[src/rtl/dtc_pkg.sv]
// shared constants for the domino tiling counter
`default_nettype none
package dtc_pkg;
	localparam int SIDE_W           = 4;
	localparam int COUNT_W          = 64;
	localparam int RESULT_W         = 63;
	localparam int MAX_SIDE_DEF     = 11;
	localparam int MAX_PATTERNS_DEF = 256;
endpackage
`default_nettype wire

[src/rtl/dtc_pat_check.sv]
// row pattern check: every run of zero cells in the low w bits has even length
`default_nettype none
module dtc_pat_check
	import dtc_pkg::*;
#(
	parameter int MAX_SIDE = MAX_SIDE_DEF
) (
	input  wire logic [MAX_SIDE-1:0] bits,
	input  wire logic [SIDE_W-1:0]   w,
	output logic                     ok
);
	// each run is even exactly when the zero count below every one bit, and the total zero count, is even
	always_comb begin
		logic par;
		logic good;
		par  = 1'b0;
		good = 1'b1;
		for (int i = 0; i < MAX_SIDE; i++) begin
			if (SIDE_W'(i) < w) begin
				if (bits[i]) begin
					if (par) begin
						good = 1'b0;
					end
				end else begin
					par = ~par;
				end
			end
		end
		if (par) begin
			good = 1'b0;
		end
		ok = good;
	end
endmodule
`default_nettype wire

[config.mk]
export PLATFORM = sky130hd
export DESIGN_NAME = dtc_pat_check
export DESIGN_NICKNAME = d
export VERILOG_FILES = /design/src/rtl/dtc_pkg.sv /design/src/rtl/dtc_pat_check.sv
export SDC_FILE = /design/constraint.sdc
export NUM_CORES = 1
export LEC_CHECK = 0
export ABC_AREA = 0
export BUFFER_PORTS_ARGS = -buffer_cell sky130_fd_sc_hd__buf_2
export CORE_AREA = 4 4 41 43
export DETAILED_ROUTE_END_ITERATION = 8
export DIE_AREA = 0 0 45 47
export PLACE_DENSITY_LB_ADDON = 0.2
export SLEW_MARGIN = 20
export SYNTH_ARGS = -nofsm -noshare
export SYNTH_HDL_FRONTEND = slang
export SYNTH_SLANG_ARGS = --single-unit
export TNS_END_PERCENT = 20
[constraint.sdc]
create_clock -name vclk -period 3.69
set_input_delay 0.9225 -clock vclk [all_inputs]
set_output_delay 0.9225 -clock vclk [all_outputs]
set_load 0.005 [all_outputs]
Word-level counts from Yosys, hierarchy flattened
Index checks and enable logic that the tools add are counted.
Word-level totals
  register bits after elaboration: 0
  output and inout port bits: 1
  logic and storage cells: 74
Operators by class
  $lt $le $gt $ge: 11
  muxes and demuxes: 53
  bitwise operators: 10
Operators with widths (number)
  1-bit 2-to-1 mux: 53
  3-bit by 4-bit < comparator with 1-bit output (first input constant): 4
  4-bit < comparator (first input constant): 3
  1-bit inverter: 10
  1-bit by 4-bit < comparator with 1-bit output (first input constant): 2
  2-bit by 4-bit < comparator with 1-bit output (first input constant): 2

Logic depth before layout (Yosys ltp)
Gate-level depths: netlist of run 1.
  depth after elaboration: 33
  mapped depth: 11
  depth with buffers taken out: 10

Worst setup path before layout of run 1
No wires, ideal clock.
  path type: in2out
  start point: input port w[3]
  end point: output port ok
  arrival time: 2.776 ns
  data required time: 2.768 ns
  path slack: -0.008 ns
  stages: 11
  buffers on the path: 1
  cells stage by stage: buf_2 nor2_2 a21oi_1 ha_1 xor2_2 xnor2_1 nor2_2 a31oi_4 nor2_1 nand4b_1 a211oi_2
On the way
  cells in the longest elaborated chain, start to end: 33
RTL lines
  start, declared: line dtc_pat_check.sv:9  | input wire logic [SIDE_W-1:0] w,
  1-bit by 4-bit < comparator with 1-bit output: line dtc_pat_check.sv:19  | if (SIDE_W'(i) < w) begin
  1-bit 2-to-1 mux: line dtc_pat_check.sv:19
  1-bit 2-to-1 mux or 1-bit inverter (tied branches): line dtc_pat_check.sv:21, dtc_pat_check.sv:25
  1-bit 2-to-1 mux: line dtc_pat_check.sv:20  | if (bits[i]) begin
  1-bit 2-to-1 mux: line dtc_pat_check.sv:19
  1-bit 2-to-1 mux or 1-bit inverter (tied branches): line dtc_pat_check.sv:21, dtc_pat_check.sv:25
  1-bit 2-to-1 mux: line dtc_pat_check.sv:20
  1-bit 2-to-1 mux: line dtc_pat_check.sv:19
  (+17 left out)
  1-bit 2-to-1 mux: line dtc_pat_check.sv:19
  1-bit 2-to-1 mux or 1-bit inverter (tied branches): line dtc_pat_check.sv:21, dtc_pat_check.sv:25
  1-bit 2-to-1 mux: line dtc_pat_check.sv:20
  1-bit 2-to-1 mux: line dtc_pat_check.sv:19
  1-bit 2-to-1 mux or 1-bit inverter (tied branches): line dtc_pat_check.sv:21, dtc_pat_check.sv:25
  1-bit 2-to-1 mux: line dtc_pat_check.sv:20
  1-bit 2-to-1 mux: line dtc_pat_check.sv:19
  1-bit 2-to-1 mux (*): line dtc_pat_check.sv:29  | if (par) begin
  end, declared: line dtc_pat_check.sv:10  | output logic ok
Every way passes the cells marked *; elsewhere a longest branch is shown, timed or not.

Worst setup path after layout of run 1
  start point: input port w[1]
  end point: output port ok
Same word-level chain as after synthesis.

==> flow_summary.toml, run 1 <==
[setup_path]
cp_cell_sequence = "buf_2 -> nor2_2 -> a21oi_2 -> ha_4 -> xor2_4 -> xnor2_2 -> nor2_2 -> a31oi_4 -> xnor2_2 -> mux2i_1 -> a211oi_2 -> buf_2"
crit_slowest_cell = "ha_4"
crit_arrival_ns = 2.74
max_stage_delay_ns = 0.29
critPathLaunchType = "primary input"
cp_top_family = "XOR/XNOR gates"
timing.setup.critical_path_class = "primary input to output pin"
path_buf_inv = 2
cp_max_fo = 5
critPathCaptureType = "output pin"
critPathRequiredTime_ns = 2.77

[routing]
routed_wl_um = 1360
drc_errors = 0
wl_met2_um = 676
avgViaCountPerCell = 5.84
vias = 619
met3_length_um = 55
first_iter_violations = 1
maxUsedRoutingLayer = "met4"
drtPass1Iterations = 4
final_antenna_net_count = 0
wl_met1_um = 606
avgRoutedWirePerCell_um = 12.8

[synth]
synthCells = 74
synth.area.mux_share_pct = 1.87
syn-num-nets = 90
yosysUniqueCellTypes = 38
synth_top_family_by_area = "compound AO/OA/AOI/OAI gates"
syn_avg_cell_area_um2 = 7.24
synth-xor-area-share_pct = 16.1
synth_warnings = 0
synth-simple-area-share_pct = 30.8
synth_fa_ha_area_share_pct = 2.34
ys_seq_area_share_pct = 0
synth_top_area_share_pct = 9.81
synth-compound-area-share_pct = 36.0
syn_area_um2 = 536
synth_top_cell_by_area = "xnor2_1"
synth_area_leaders = "xnor2_1, buf_6, a21oi_1, nor2_1, nand3b_1"

[die]
ios = 16
dieHeight_um = 47
core-area_um2 = 1300
initial_core_util_pct = 41.2
rows = 13
dieWidth_um = 45
die-area_um2 = 2120

[global_routing]
antenna_found_initial = 0
grt_max_degree = 13
grt_pass1_wl_um = 2260
grt_use_total_pct = 13.6
grt_overflow_total = 0
grt_pass1_vias = 577

[power_and_ir_drop]
ir_drop_mv = 0.0693
total_power_mw = 0.119
p_leak_nw = 0.259
power_density_nw_per_um2 = 173

[status]
status = "completed"

[layout]
nFillCells = 137
nNetsFinal = 109
drive_above_1_share_pct = 40.7
multi_input_area_um2 = 517
final_common_cell = "buf_2"
seq_cells = 0
seqCellArea_um2 = 0
area_growth_pct = 28.0
clock_buffers = 0
mostFrequentLayoutCells = "buf_2, a21oi_1, buf_4"
diodes = 0

[timing]
min_period_ns = 3.67
rsz0062_at_grt = "yes"
relSlewSlack_pct = 76.0
slew_viol_final = 0
fin_ws_ns = 0.0230
setup_viol = 0
hold_viol_final = 0
finalCritPeriodShare_pct = 99.4
tightest_slew_ns = 0.356
fmax_mhz = 273

[placed_design]
dpl.hpwl_um = 1070
gp_congestion = 0.761
post-place-ws_ns = -0.120
io_buffers = 16

[worst_hold_path]
hp-class = "primary input to output pin"

[job]
drv_cap = 0
## layer usage
layer	up-vias	GRT usage [%]
met1	281	16.9
met2	16	25.4
met4	0	2.34
met5	-	0
li1	318	-
met3	4	1.15
## where the power goes
part | internal (mW) | switching [mW]
combinational | 0.0580 | 0.0608
clock | 0 | 0
sequential | 0 | 0
total | 0.0580 | 0.0608
## final cells by class
type | instances | share of cell area [%]
inverters | 3 | 1.64
multi-input cells | 65 | 75.4
well taps | 15 | 2.74
repair buffers | 23 | 20.3
## logic make-up after synthesis
logic type                 after synthesis
AOI/OAI and AO/OA                       25
buffers and inverters                    9
xor gates and xnor gates                 9
muxes                                    1
and+or+nand+nor                         29
adders and majority gates                1
## synth_stat cells (all sizes together), types with 2 or more instances
cell type and instances:
xor2 3, a31oi 2, nor3 4, a32oi 2, o211ai 2, xnor2 6
nand2 2, o21ai 3, nor4 2, nand3b 3, or2 2, buf 6
inv 3, a21oi 9, nor2 10
## final timing paths
| kind | cells past startpoint | slack, ns | start | end |
|---|---|---|---|---|
| worst max-delay path | 12 | 0.02 | w[1] | ok |
| worst min-delay path | 5 | 2.32 | bits[3] | ok |
## stage by stage
step	cell area (um^2)	instances	hold WS (ns)	utilization (%)	setup TNS, ns
finish	686	106	2.32	52.7	0
global route	686	106	2.34	52.7	-0.183
CTS	644	106	2.29	49.5	-0.0943
detailed placement	627	105	2.29	48.2	-0.120
global placement	627	105	2.29	48.2	-0.0575
floorplan	541	74	2.05	-	0
## repair_timing
item	CTS	global route
pin swaps	0	1
setup endpoints to repair	1	1
hold buffers	0	0
resized for setup	2	6
setup buffers	1	0
No activity file was read; power rests on OpenSTA's default activity.
==> inputs of run 2 (changes only) <==
- CAP_MARGIN: not set -> 20
- clock period: 3.69 -> 3.6 ns (I/O delays scaled with it)
==> run 2 against run 1 <==
Compared with the run above:
- the run now ends with negative setup slack left
- design area decreased by 0.73%
- utilization down 0.38 points
- worst hold slack worse by 0.078 ns
- cell count did not move
- critical path depth shrank 1
- sequential share of layout area did not move
- clock-buffer cell count did not move
- largest power group unchanged
==> flow_summary.toml, run 2 (synthesis gave the netlist of run 1 again) <==
[global_routing]
grt_max_degree = 13
grt_pass1_vias = 502
antenna_found_initial = 0
grt_use_total_pct = 12.9
grt_overflow_total = 0
grt_pass1_wl_um = 2150

[timing]
slew_viol_final = 0
fin_ws_ns = -0.122
rsz0062_at_grt = "yes"
hold_viol_final = 0
relSlewSlack_pct = 69.6
min_period_ns = 3.72
setup_viol = 1
finalCritPeriodShare_pct = 103
hold_ws_ns = 2.24
fmax_mhz = 269
setup_tns_ns = -0.122
tightest_slew_ns = 0.452

[clocking]
hold_buffers = 0

[layout]
mostFrequentLayoutCells = "buf_2, a21oi_1, buf_4"
drive_above_1_share_pct = 39.6
seq_cells = 0
seqCellArea_um2 = 0
area_growth_pct = 27.1
nNetsFinal = 109
clock_buffers = 0
final_cells = 106
final_common_cell = "buf_2"
utilization_pct = 52.3
diodes = 0

[status]
status = "finished with violations"
violations = "negative setup slack"

[power_and_ir_drop]
total_power_mw = 0.117
p_leak_nw = 0.259
power_density_nw_per_um2 = 171
comb_power_share_pct = 100.0
p_sw_share_pct = 50.9
ir_drop_mv = 0.0953
p_int_mw = 0.0573
p_switching_mw = 0.0593
p_seq_share_pct = 0
power.share.clock_pct = 0

[setup_path]
crit_slowest_cell = "ha_1"
timing.setup.critical_path_class = "primary input to output pin"
critPathLaunchType = "primary input"
cp_max_fo = 7
critPathCaptureType = "output pin"
path_buf_inv = 2
cp_top_family = "compound AO/OA/AOI/OAI gates"
critPathRequiredTime_ns = 2.70
crit_arrival_ns = 2.82
max_stage_delay_ns = 0.32
cp_cell_sequence = "buf_8 -> nor2_4 -> a21oi_2 -> ha_1 -> xor2_2 -> o211ai_1 -> a31oi_4 -> xnor2_2 -> mux2i_1 -> a211oi_2 -> buf_2"

[routing]
drc_errors = 0
vias = 607
avgRoutedWirePerCell_um = 12.2
final_antenna_net_count = 0
routed_wl_um = 1300
drtPass1Iterations = 2
first_iter_violations = 17
avgViaCountPerCell = 5.73

[job]
drv_cap = 0

[placed_design]
gp_congestion = 0.737
io_buffers = 16
dp.cells = 105
dpl.hpwl_um = 1060

[worst_hold_path]
hp-class = "primary input to output pin"

[die]
dieWidth_um = 45
core-area_um2 = 1300
dieHeight_um = 47
ios = 16
die-area_um2 = 2120
rows = 13
initial_core_util_pct = 41.2
==> run 2: cell counts in the layout (fill, tap and decap cells not counted) <==
No cell type changed its count.
==> run 2: path summary, 6_finish.rpt <==
kind / start / end / slack (ns) / cells past startpoint
worst max-delay path: w[2] / ok / -0.12 / 11
worst min-delay path: bits[3] / ok / 2.24 / 5
==> run 2: area by class of cell <==
type                            instances  area, um^2
Inverter                                3        11.3
Timing Repair Buffer                   23         155
Tap cell                               15        18.8
Fill cell                             147         621
Multi-Input combinational cell         65         495
==> run 2: repair_timing <==
action,CTS,global route
setup buffers,0,1
gates resized for setup,0,12
pin swaps,0,10
endpoints found under the setup margin,1,1
==> run 2: routing by layer <==
layer  vias up  GRT usage [%]  wire (um)  part of all wire, %
li1        319              -          -                    -
met4         0              0          0                    0
met5         -              0          0                    0
met3         0              0         34                  2.6
met2         7           22.0        644                   50
met1       281           19.4        619                   48
==> run 2: metrics by stage <==
stage | area, um^2 | worst slack, ns
2_1_floorplan | 541 | 0.0236
3_3_place_gp | 627 | -0.0918
3_5_place_dp | 627 | -0.117
4_1_cts | 627 | -0.123
5_1_grt | 681 | -0.260
6_report | 681 | -0.122
==> run 2: tightest hold or removal path, cell delays in order <==
cell	delay, ns
buf_2	0.09
nand3b_1	0.08
nand4b_1	0.11
a211oi_2	0.04
buf_2	0.12
==> run 2: power groups by stage <==
stage / combinational [mW] / clock, mW / sequential (mW)
finish: 0.117 / 0 / 0
global route: 0.128 / 0 / 0
CTS: 0.105 / 0 / 0
detailed placement: 0.105 / 0 / 0
global placement: 0.103 / 0 / 0
floorplan: 0.0799 / 0 / 0
